[config.mk]
export PLATFORM = sky130hd
export DESIGN_NAME = utf8_codepoint_decoder_flat
export DESIGN_NICKNAME = d
export VERILOG_FILES = /design/src/hdl/ucd_pkg.sv /design/src/hdl/ucd_window_if.sv /design/src/hdl/ucd_decode.sv /design/src/hdl/utf8_codepoint_decoder.sv /design/src/flat_wrapper.sv
export VERILOG_INCLUDE_DIRS = /design/src /design/src/hdl
export SDC_FILE = /design/constraint.sdc
export NUM_CORES = 1
export LEC_CHECK = 0
export ABC_AREA = 0
export BUFFER_PORTS_ARGS = -buffer_cell sky130_fd_sc_hd__buf_4
export CELL_PAD_IN_SITES_DETAIL_PLACEMENT = 0
export CELL_PAD_IN_SITES_GLOBAL_PLACEMENT = 1
export CORE_ASPECT_RATIO = 1.25
export CORE_MARGIN = 1.5
export CORE_UTILIZATION = 39
export CTS_CLUSTER_DIAMETER = 80
export CTS_CLUSTER_SIZE = 28
export DETAILED_ROUTE_END_ITERATION = 10
export PLACE_DENSITY = 0.79
export RECOVER_POWER = 100
export SLEW_MARGIN = 30
export SYNTH_ARGS = -nofsm -noshare
export SYNTH_HDL_FRONTEND = slang
export SYNTH_HIERARCHICAL = 1
export SYNTH_SLANG_ARGS = --single-unit
export TNS_END_PERCENT = 5
[constraint.sdc]
create_clock -name clk -period 1.8 [get_ports clk]
set_clock_uncertainty 0.15 [all_clocks]
set_input_delay 0.09 -clock clk [delete_from_list [all_inputs] [get_ports clk]]
set_output_delay 0.09 -clock clk [all_outputs]
set_load 0.1 [all_outputs]
[src/hdl/utf8_codepoint_decoder_defines.svh]
// Assertion macros for the decoder's RTL; only the top-level decoder file includes them.
// Each macro expects signals named clk and rst_n in the module that uses it.
`ifndef UTF8_CODEPOINT_DECODER_DEFINES_SVH
`define UTF8_CODEPOINT_DECODER_DEFINES_SVH

// The consequent must hold in the same cycle as the antecedent.
`define UCD_ASSERT_NOW(lbl, ante, cons, msg) \
    lbl: assert property (@(posedge clk) disable iff (!rst_n) (ante) |-> (cons)) \
        else $error(msg);

// The consequent must hold in the cycle after the antecedent.
`define UCD_ASSERT_NEXT(lbl, ante, cons, msg) \
    lbl: assert property (@(posedge clk) disable iff (!rst_n) (ante) |=> (cons)) \
        else $error(msg);

`endif

[src/hdl/ucd_pkg.sv]
`default_nettype none

package ucd_pkg;

    // Result status codes.
    typedef enum logic [1:0] {
        ST_OK       = 2'd0,
        ST_TERM     = 2'd1,
        ST_OVERLONG = 2'd2,
        ST_INVALID  = 2'd3
    } status_t;

    // One four-byte window starting at the current string position.
    typedef struct packed {
        logic [7:0] lead_byte;
        logic [7:0] second_byte;
        logic [7:0] third_byte;
        logic [7:0] fourth_byte;
    } window_t;

    // One decoded result.
    typedef struct packed {
        logic [20:0] code_point;
        logic [2:0]  bytes_used;
        status_t     status;
    } result_t;

    // A continuation byte has the form 10xxxxxx.
    function automatic logic is_cont(input logic [7:0] b);
        return b[7:6] == 2'b10;
    endfunction

endpackage

`default_nettype wire

[src/hdl/ucd_window_if.sv]
`default_nettype none

// Channel carrying one byte window per transaction.
interface ucd_window_if;
    logic       valid;
    logic       ready;
    logic [7:0] lead_byte;
    logic [7:0] second_byte;
    logic [7:0] third_byte;
    logic [7:0] fourth_byte;

    modport source (
        output valid, lead_byte, second_byte, third_byte, fourth_byte,
        input  ready
    );
    modport sink (
        input  valid, lead_byte, second_byte, third_byte, fourth_byte,
        output ready
    );
endinterface

// Channel carrying one decoded result per transaction.
interface ucd_result_if;
    logic        valid;
    logic        ready;
    logic [20:0] code_point;
    logic [2:0]  bytes_used;
    logic [1:0]  status;

    modport source (
        output valid, code_point, bytes_used, status,
        input  ready
    );
    modport sink (
        input  valid, code_point, bytes_used, status,
        output ready
    );
endinterface

`default_nettype wire

[src/hdl/ucd_decode.sv]
`default_nettype none

// Combinational decode of one byte window into a code point, advance and status.
module ucd_decode (
    input  ucd_pkg::window_t win,
    output ucd_pkg::result_t res
);

    logic [10:0] v2;
    logic [15:0] v3;
    logic [20:0] v4;

    // Candidate values for the 2-, 3- and 4-byte forms.
    assign v2 = {win.lead_byte[4:0], win.second_byte[5:0]};
    assign v3 = {win.lead_byte[3:0], win.second_byte[5:0], win.third_byte[5:0]};
    assign v4 = {win.lead_byte[2:0], win.second_byte[5:0], win.third_byte[5:0],
                 win.fourth_byte[5:0]};

    // Checks in priority order; the first one that matches decides the result.
    always_comb
    begin
        res.code_point = 21'd0;
        res.bytes_used = 3'd1;
        res.status     = ucd_pkg::ST_INVALID;
        if (!win.lead_byte[7])
        begin
            res.code_point = {13'd0, win.lead_byte};
            res.status     = ucd_pkg::ST_OK;
        end
        else if (win.second_byte == 8'd0)
        begin
            res.bytes_used = 3'd2;
            res.status     = ucd_pkg::ST_TERM;
        end
        else if (win.lead_byte[7:5] == 3'b110 && ucd_pkg::is_cont(win.second_byte))
        begin
            res.bytes_used = 3'd2;
            if (v2[10:7] == 4'd0)
            begin
                res.status = ucd_pkg::ST_OVERLONG;
            end
            else
            begin
                res.code_point = {10'd0, v2};
                res.status     = ucd_pkg::ST_OK;
            end
        end
        else if (win.third_byte == 8'd0)
        begin
            res.bytes_used = 3'd3;
            res.status     = ucd_pkg::ST_TERM;
        end
        else if (win.lead_byte[7:4] == 4'b1110 && ucd_pkg::is_cont(win.second_byte)
                 && ucd_pkg::is_cont(win.third_byte))
        begin
            res.bytes_used = 3'd3;
            if (v3[15:11] == 5'd0)
            begin
                res.status = ucd_pkg::ST_OVERLONG;
            end
            else
            begin
                res.code_point = {5'd0, v3};
                res.status     = ucd_pkg::ST_OK;
            end
        end
        else if (win.fourth_byte == 8'd0)
        begin
            res.bytes_used = 3'd4;
            res.status     = ucd_pkg::ST_TERM;
        end
        else if (win.lead_byte[7:3] == 5'b11110 && ucd_pkg::is_cont(win.second_byte)
                 && ucd_pkg::is_cont(win.third_byte) && ucd_pkg::is_cont(win.fourth_byte))
        begin
            res.bytes_used = 3'd4;
            if (v4[20:16] == 5'd0)
            begin
                res.status = ucd_pkg::ST_OVERLONG;
            end
            else
            begin
                res.code_point = v4;
                res.status     = ucd_pkg::ST_OK;
            end
        end
    end

endmodule

`default_nettype wire

[src/hdl/utf8_codepoint_decoder.sv]
// Channel   Direction  Payload
// window    in         lead_byte, second_byte, third_byte, fourth_byte (8 bits each)
// result    out        code_point (21), bytes_used (3), status (2)
//
// One window is taken in every cycle while result is not stalled; a window passes
// through the input register, the decode logic and the result register in turn.
// Reset (rst_n, asynchronous, active low) empties both registers; their data is not reset.
// A stall on result holds the result register, and the input register keeps
// accepting until it too is full.
`default_nettype none
`include "utf8_codepoint_decoder_defines.svh"

module utf8_codepoint_decoder (
    input  wire logic      clk,
    input  wire logic      rst_n,
    ucd_window_if.sink     window,
    ucd_result_if.source   result
);

    logic              in_valid_reg;
    ucd_pkg::window_t  in_data_reg;
    logic              out_valid_reg;
    ucd_pkg::result_t  out_data_reg;
    ucd_pkg::result_t  decoded;
    logic              out_ready;
    logic              in_ready;

    // Each stage takes a new transaction when empty or when its content moves on.
    assign out_ready    = !out_valid_reg || result.ready;
    assign in_ready     = !in_valid_reg || out_ready;
    assign window.ready = in_ready;

    // Input register.
    always_ff @(posedge clk or negedge rst_n)
    begin
        if (!rst_n)
        begin
            in_valid_reg <= 1'b0;
        end
        else if (in_ready)
        begin
            in_valid_reg <= window.valid;
        end
    end

    always_ff @(posedge clk)
    begin
        if (in_ready && window.valid)
        begin
            in_data_reg <= '{lead_byte:   window.lead_byte,
                             second_byte: window.second_byte,
                             third_byte:  window.third_byte,
                             fourth_byte: window.fourth_byte};
        end
    end

    // Decode logic between the two registers.
    ucd_decode u_decode (
        .win (in_data_reg),
        .res (decoded)
    );

    // Result register.
    always_ff @(posedge clk or negedge rst_n)
    begin
        if (!rst_n)
        begin
            out_valid_reg <= 1'b0;
        end
        else if (out_ready)
        begin
            out_valid_reg <= in_valid_reg;
        end
    end

    always_ff @(posedge clk)
    begin
        if (out_ready && in_valid_reg)
        begin
            out_data_reg <= decoded;
        end
    end

    assign result.valid      = out_valid_reg;
    assign result.code_point = out_data_reg.code_point;
    assign result.bytes_used = out_data_reg.bytes_used;
    assign result.status     = out_data_reg.status;

    // An accepted window always lands in the input register.
    `UCD_ASSERT_NEXT(a_in_capture, window.valid && window.ready, in_valid_reg,
        "accepted window not held in input register")

    // A decoded window moves into the result register unchanged.
    `UCD_ASSERT_NEXT(a_out_capture, in_valid_reg && out_ready,
        out_valid_reg && out_data_reg == $past(decoded),
        "decoded result not captured")

    // Error results carry a zero code point.
    `UCD_ASSERT_NOW(a_err_zero, out_valid_reg && out_data_reg.status != ucd_pkg::ST_OK,
        out_data_reg.code_point == 21'd0, "error result with nonzero code point")

    // An invalid byte advances by one, and every advance lies in 1 to 4.
    `UCD_ASSERT_NOW(a_advance, out_valid_reg,
        out_data_reg.bytes_used >= 3'd1 && out_data_reg.bytes_used <= 3'd4
        && (out_data_reg.status != ucd_pkg::ST_INVALID || out_data_reg.bytes_used == 3'd1),
        "advance out of range")

endmodule

`default_nettype wire

[src/flat_wrapper.sv]
// flat-port wrapper written by rule: the top's interface ports become plain ports
module utf8_codepoint_decoder_flat 
  (clk, rst_n, window_valid, window_lead_byte, window_second_byte, window_third_byte, window_fourth_byte, window_ready, result_valid, result_code_point, result_bytes_used, result_status, result_ready);
  ucd_window_if window_i ();
  ucd_result_if result_i ();
  input  wire logic clk;
  input  wire logic rst_n;
  input wire logic [$bits(window_i.valid)-1:0] window_valid;
  input wire logic [$bits(window_i.lead_byte)-1:0] window_lead_byte;
  input wire logic [$bits(window_i.second_byte)-1:0] window_second_byte;
  input wire logic [$bits(window_i.third_byte)-1:0] window_third_byte;
  input wire logic [$bits(window_i.fourth_byte)-1:0] window_fourth_byte;
  output wire logic [$bits(window_i.ready)-1:0] window_ready;
  output wire logic [$bits(result_i.valid)-1:0] result_valid;
  output wire logic [$bits(result_i.code_point)-1:0] result_code_point;
  output wire logic [$bits(result_i.bytes_used)-1:0] result_bytes_used;
  output wire logic [$bits(result_i.status)-1:0] result_status;
  input wire logic [$bits(result_i.ready)-1:0] result_ready;
  assign window_i.valid = window_valid;
  assign window_i.lead_byte = window_lead_byte;
  assign window_i.second_byte = window_second_byte;
  assign window_i.third_byte = window_third_byte;
  assign window_i.fourth_byte = window_fourth_byte;
  assign window_ready = window_i.ready;
  assign result_valid = result_i.valid;
  assign result_code_point = result_i.code_point;
  assign result_bytes_used = result_i.bytes_used;
  assign result_status = result_i.status;
  assign result_i.ready = result_ready;
  utf8_codepoint_decoder u_core (.clk(clk), .rst_n(rst_n), .window(window_i), .result(result_i));
endmodule
==> results of run 1 <==
-- repair_timing --
action	CTS	global route
pin swaps	8	1
hold buffers	37	0
resized for setup	22	12
gates cloned	0	0
setup endpoints to repair	24	20
hold endpoints to repair	36	0
buffers inserted	4	0
-- critical path: cells and delay by family, from the launching register on --
family | cells | cell delay (ns)
simple gates | 2 | 0.79
compound gates | 2 | 0.33
flops | 1 | 0.45
-- path summary, 6_finish.rpt --
path	slack (ns)	cells after the start	to
worst min register to register	0.36	1	u_core/result.valid
max in group asynchronous	0.87	3	u_core/result.valid
worst max register to register	-0.18	4	u_core/result.code_point[0]
min in group asynchronous	0.49	3	u_core/result.valid
worst min-delay path	0.34	2	u_core/in_data_reg[18]
worst max-delay path	-0.18	4	u_core/result.code_point[0]
-- power by group through the flow --
stage	sequential, mW	combinational (mW)	clock [mW]
finish	1.69	0.719	0.948
CTS	1.69	0.750	0.968
global route	1.70	0.755	1.03
floorplan	2.02	0.126	0
detailed placement	1.72	0.659	0
global placement	1.72	0.655	0
-- final cells by class --
class                   count  area, um^2
well taps                  87         109
multi-input cells         110         917
clock inverters             4        16.3
inverters                   5        18.8
flip-flops and latches     60        1800
repair buffers            147        1130
fillers                   527        2440
clock buffers              12         135
-- synth_stat cells --
master	number	share of area (%)
o21ai_0	8	1.5
nand2b_1	4	0.95
nand4b_4	1	0.90
edfxtp_1	58	66
nor4_1	7	1.7
clkbuf_1	4	0.57
buf_2	1	0.19
nor3_1	2	0.38
a22oi_1	3	0.85
o21a_1	1	0.28
nor2_1	3	0.43
and4bb_2	1	0.47
or3_1	1	0.24
or3b_2	1	0.33
a21oi_1	9	1.7
a2111oi_4	1	1.0
o211a_1	1	0.38
and2_1	8	1.9
inv_1	5	0.71
or4_1	5	1.4
or2_2	1	0.24
nor2b_1	7	1.7
clkbuf_2	1	0.19
nand3b_4	1	0.76
o21ai_1	1	0.19
and2_4	1	0.33
a21boi_0	4	1.1
a31oi_1	7	1.7
and3b_1	1	0.33
nor4_4	1	0.81
mux2i_1	4	1.5
dfrtp_1	2	1.9
a22o_1	9	3.0
nand3b_2	1	0.43
a211oi_1	1	0.28
nand2_1	7	1.0
a211o_1	1	0.33
nand4bb_1	2	0.85
nor3_2	1	0.38
o31ai_1	4	1.1
-- metal layers --
layer / vias to the layer above / track usage (%) / share of wire (%)
met5: - / 0 / 0
met4: 0 / 12.8 / 3.4
met3: 19 / 4.73 / 5.1
met2: 88 / 33.1 / 53
met1: 962 / 19.9 / 39
li1: 1028 / - / -
-- metrics by stage --
stage                     cell area [um^2]  hold slack, ns  power, mW
after floorplan                       2650          -0.356       2.14
after global placement                3540          -0.277       2.38
after detailed placement              3540          -0.274       2.38
after CTS                             4180           0.310       3.41
after global routing                  4120           0.326       3.49
final                                 4120           0.339       3.36
-- cell families (layout without fill, tap and decap cells) --
family | Yosys count | after routing
AOI/OAI and AO/OA | 50 | 50
buffers and inverters | 11 | 168
muxes | 4 | 4
DFF | 60 | 60
and+or+nand+nor | 56 | 56
==> flow_summary_export.csv, run 1 <==
group,metric,value,unit
power_and_ir_drop,power.switching,0.996,mW
drt,vias_per_cell,4.93,
yosys,synthXorXnorAreaFrac,0,%
clock_tree,cts_tree,"done",
layout,fin_cells,425,
grt,grt_pass1_wl,10100,um
sta,setup_ws,-0.177,ns
worst_setup_path,slowest_delay,0.59,ns
grt,grt.total_usage,18.8,%
yosys,synth_mux_area_share,1.52,%
clock_tree,cts_root_buf,"clkbuf_8",
worst_setup_path,critPathKind,"flop to flop",
power_and_ir_drop,peakVddDrop,650,uV
sta,fin_tns_setup,-1.58,ns
clock_tree,htree_levels,3,
drt,ant_nets,0,
die,core_region_area,0.00657,mm^2
grt,antenna_found_initial,0,
clock_tree,clkTransAtPathRegs,0.06,ns
die,die_y,95.0,um
drt,vias,2097,
yosys,synth_compound_area_share,13.5,%
yosys,syn_inst,181,
hold_path,hold_class,"input port to flop",
die,die_w,76.6,um
layout,n_antenna_cell,0,
place,hpwl,4530,um
drt,drc_errors,0,
place,placed_cells,368,
layout,areaGrowthSynthToFinish,56.2,%
layout,final_cell_mix,"edfxtp_1 (58), buf_4 (42), dlygate4sd3_1 (37)",
yosys,syn_area,0.00264,mm^2
grt,overflow,0,
yosys,ys_seq_area_share,67.9,%
die,num_rows,33,
status,violations,"setup timing",
yosys,synth.distinct_cells,40,
power_and_ir_drop,leakage,1.65,nW
die,ioPinCount,64,
clock_tree,clk_path_buf_depth,2,
power_and_ir_drop,clock_power_share,28.2,%
power_and_ir_drop,powerDensity,815,mW/mm^2
yosys,postSynthAreaPerCell,14.6,um^2
die,die-area,0.00727,mm^2
place,routabilityCongestion,0.927,
yosys,yosysWarnings,6,
worst_setup_path,reg2reg_from,"u_core/in_data_reg[26]",
yosys,ys_ff_latch,60,
layout,nets,369,
sta,relSlewSlack,62.6,%
die,start_util,40.2,%
hold_path,min_from,"window_second_byte[2]",
sta,period_minus_slack,1.98,ns
worst_setup_path,crit_path_start_kind,"flop",
layout,largest_reg_flops,32,
yosys,syn_nets,217,
sta,fin_crit_sh,110,%
power_and_ir_drop,p_seq_share,50.4,%
place,portBuffers,63,
power_and_ir_drop,p_comb_share,21.4,%
power_and_ir_drop,internal_power,2.36,mW
clock_tree,clkLatencyLatePin,0.33,ns
layout,layout_commonest_cell,"edfxtp_1",
sta,rsz0062_at_grt,"yes",
layout,drive_gt1_share,43.2,%
drt,drt_wl_total,6360,um
layout,final_util,62.8,%
worst_setup_path,cp_cell_sequence,"or4_4, and2_4, a31oi_2, o31ai_2",
sta,tightestPinTransition,0.563,ns
job,cap_violations,0,
worst_setup_path,crit_start,"u_core/in_data_reg[26]",
sta,setup_viol,19,
grt,grt_max_degree,33,
yosys,synth-simple-area-share,15.5,%
worst_setup_path,endpoint_kind,"flop",
worst_setup_path,arrival,1.90,ns
grt,grt_pass1_vias,2143,
yosys,synth_top_family_by_area,"simple AND/OR/NAND/NOR gates",
worst_setup_path,critPathSlowestCell,"or4_4",
sta,timing.final.max_slew_violations,0,
drt,drt-pass1-iter-count,4,
yosys,synth_fa_ha_area_share,0,%
sta,finalHoldViolCount,0,
place,dp_slack,-0.353,ns
drt,routedWlPerCell,15.0,um
clock_tree,numCtsBuffers,9,
worst_setup_path,cp_max_fo,7,
drt,drt-initial-drc-count,110,
sta,fmax,506,MHz
clock_tree,cts.sinks,60,
status,outcome,"finished with violations",
worst_setup_path,required,1.73,ns
power_and_ir_drop,p_sw_share,29.6,%
(Power assumes the default switching activity.)
==> inputs of run 2 (changes only) <==
- CORE_UTILIZATION: 39 -> 45
- PLACE_DENSITY: 0.79 -> 0.85
- clock period: 1.8 -> 2.54 ns (I/O delays scaled with it)
==> run 2 against run 1 <==
The run ends with DRC left. Cell count is 15% lower. Combinational power is 42% lower. Wire length is 3.3% lower. Via count is 4.6% lower. First-iteration DRC count is 1.8% lower. Final area is 12% lower. Worst hold slack better by 0.026 ns. Worst setup slack better by 0.37 ns. Critical endpoint is now u_core/result.code_point[10]. Highest routed layer unchanged.
==> flow_summary_export.csv, run 2 (synthesis gave the netlist of run 1 again) <==
group,metric,value,unit
sta,setup_viol,0,
grt,overflow,0,
die,ioPinCount,64,
sta,tightestPinTransition,1.37,ns
worst_setup_path,critPathSlowestCell,"or3_1",
power_and_ir_drop,leakage,1.34,nW
layout,fill_cells,462,
hold_path,hold_class,"flop to flop",
power_and_ir_drop,p_sw_share,28.8,%
worst_setup_path,required,2.49,ns
power_and_ir_drop,power.switching,0.700,mW
place,routabilityCongestion,0.885,
drt,vias,2000,
clock_tree,clkLatencyLatePin,0.34,ns
grt,grt.total_usage,20.7,%
drt,drt-initial-drc-count,108,
drt,wl_met2,3210,um
die,die-area,0.00634,mm^2
drt,drt_wl_total,6150,um
drt,drc_errors,3,
drt,routedWlPerCell,17.0,um
power_and_ir_drop,clock_power_share,32.7,%
worst_setup_path,critPathKind,"flop to flop",
clock_tree,numCtsBuffers,9,
power_and_ir_drop,internal_power,1.73,mW
clock_tree,clkTransAtPathRegs,0.07,ns
clock_tree,cts_root_buf,"clkbuf_8",
clock_tree,post_cts_resize_count,0,
grt,grt_pass1_wl,9510,um
place,placed_area,0.00321,mm^2
layout,drive_gt1_share,19.9,%
drt,maxUsedRoutingLayer,"met4",
die,start_util,46.0,%
worst_setup_path,cp-endpoint,"u_core/result.code_point[10]",
sta,timing.final.max_slew_violations,0,
layout,final_area,0.00362,mm^2
drt,drt-pass1-iter-count,7,
power_and_ir_drop,p_comb_share,17.2,%
worst_setup_path,cp_max_fo,10,
sta,period_minus_slack,2.34,ns
sta,relSlewSlack,8.35,%
layout,seq_area,0.00179,mm^2
place,hpwl,4030,um
worst_setup_path,slowest_delay,0.68,ns
power_and_ir_drop,peakVddDrop,385,uV
worst_setup_path,reg2reg_from,"u_core/in_data_reg[22]",
worst_setup_path,rr_endpoint,"u_core/result.code_point[10]",
layout,areaGrowthSynthToFinish,37.2,%
worst_setup_path,arrival,2.30,ns
status,outcome,"finished with violations",
clock_tree,cts.sinks,60,
layout,nets,327,
clock_tree,cts_tree,"done",
layout,largest_reg_flops,32,
grt,antenna_found_initial,0,
layout,multi_input_area,781,um^2
place,portBuffers,63,
layout,final_util,63.1,%
drt,met1_length,2320,um
sta,hold_ws,0.365,ns
job,cap_violations,0,
power_and_ir_drop,powerDensity,670,mW/mm^2
status,violations,"DRC",
die,core_region_area,0.00574,mm^2
hold_path,holdPathStages,1,
die,num_rows,31,
layout,layout_commonest_cell,"edfxtp_1",
worst_setup_path,reg2reg_slack,0.20,ns
worst_setup_path,endpoint_kind,"flop",
sta,rsz0062_at_grt,"no",
layout,final_cell_mix,"edfxtp_1 (58), dlygate4sd3_1 (37), clkbuf_4 (34)",
clock_tree,clk_path_buf_depth,2,
die,die_y,88.6,um
grt,grt_max_degree,33,
sta,fin_tns_setup,0,ns
worst_setup_path,crit_path_start_kind,"flop",
power_and_ir_drop,p_seq_share,50.1,%
clock_tree,htree_levels,3,
sta,fmax,427,MHz
worst_setup_path,crit_start,"u_core/in_data_reg[22]",
drt,met3_wirelength,381,um
die,die_w,71.5,um
layout,n_antenna_cell,0,
sta,finalHoldViolCount,0,
drt,ant_nets,0,
drt,vias_per_cell,5.52,
worst_setup_path,cp_cell_sequence,"nand4b_2, or3_1, mux2i_1, a22o_1",
grt,grt_pass1_vias,1928,
worst_setup_path,r2r_cells,4,
sta,fin_crit_sh,92.3,%
## run 2: how the worst min path moves through the flow
stage,slack [ns],to,from
after floorplan,-0.32,u_core/in_valid_reg,rst_n
after global placement,-0.24,u_core/result.valid,rst_n
after detailed placement,-0.24,u_core/result.valid,rst_n
after CTS,0.34,u_core/in_data_reg[1],window_fourth_byte[1]
after global routing,0.37,u_core/in_data_reg[21],window_second_byte[5]
final,0.36,u_core/result.valid,u_core/in_valid_reg
## run 2: per-layer routing
metal | GRT usage (%) | vias to the layer above
met2 | 35.9 | 89
met5 | 0 | -
met4 | 12.0 | 0
met1 | 23.4 | 949
met3 | 5.24 | 20
li1 | - | 942
## run 2: what timing repair did
action | 4_1_cts | 5_1_grt
hold endpoints to repair | 36 | 0
hold buffers | 37 | 0
setup buffers | 0 | 0
## run 2: layout make-up
class,count,area share (%)
clock buffers,13,3.83
clock inverters,3,1.11
inverters,5,0.518
multi-input cells,110,21.6
flip-flops and latches,60,49.5
well taps,66,2.28
repair buffers,105,21.2
## run 2: power by group through the flow
stage                     sequential [mW]  combinational [mW]  clock (mW)
after CTS                            1.22               0.450       0.812
after global placement               1.24               0.402           0
final                                1.22               0.419       0.793
after detailed placement             1.24               0.405           0
after floorplan                      1.43              0.0893           0
after global routing                 1.22               0.439       0.859
## run 2: critical path: cells and delay by family (launching register included)
| kind | cells | cell delay, ns |
|---|---|---|
| AO/OA/AOI/OAI | 1 | 0.24 |
| AND/OR/NAND/NOR | 2 | 1.13 |
| multiplexers | 1 | 0.19 |
| flip-flops | 1 | 0.39 |
## run 2: through the flow
stage / setup WS [ns] / cells / total power, mW
2_1_floorplan: 0.238 / 181 / 1.52
3_3_place_gp: 0.251 / 309 / 1.64
3_5_place_dp: 0.305 / 309 / 1.64
4_1_cts: 0.295 / 362 / 2.48
5_1_grt: 0.172 / 362 / 2.52
6_report: 0.196 / 362 / 2.43
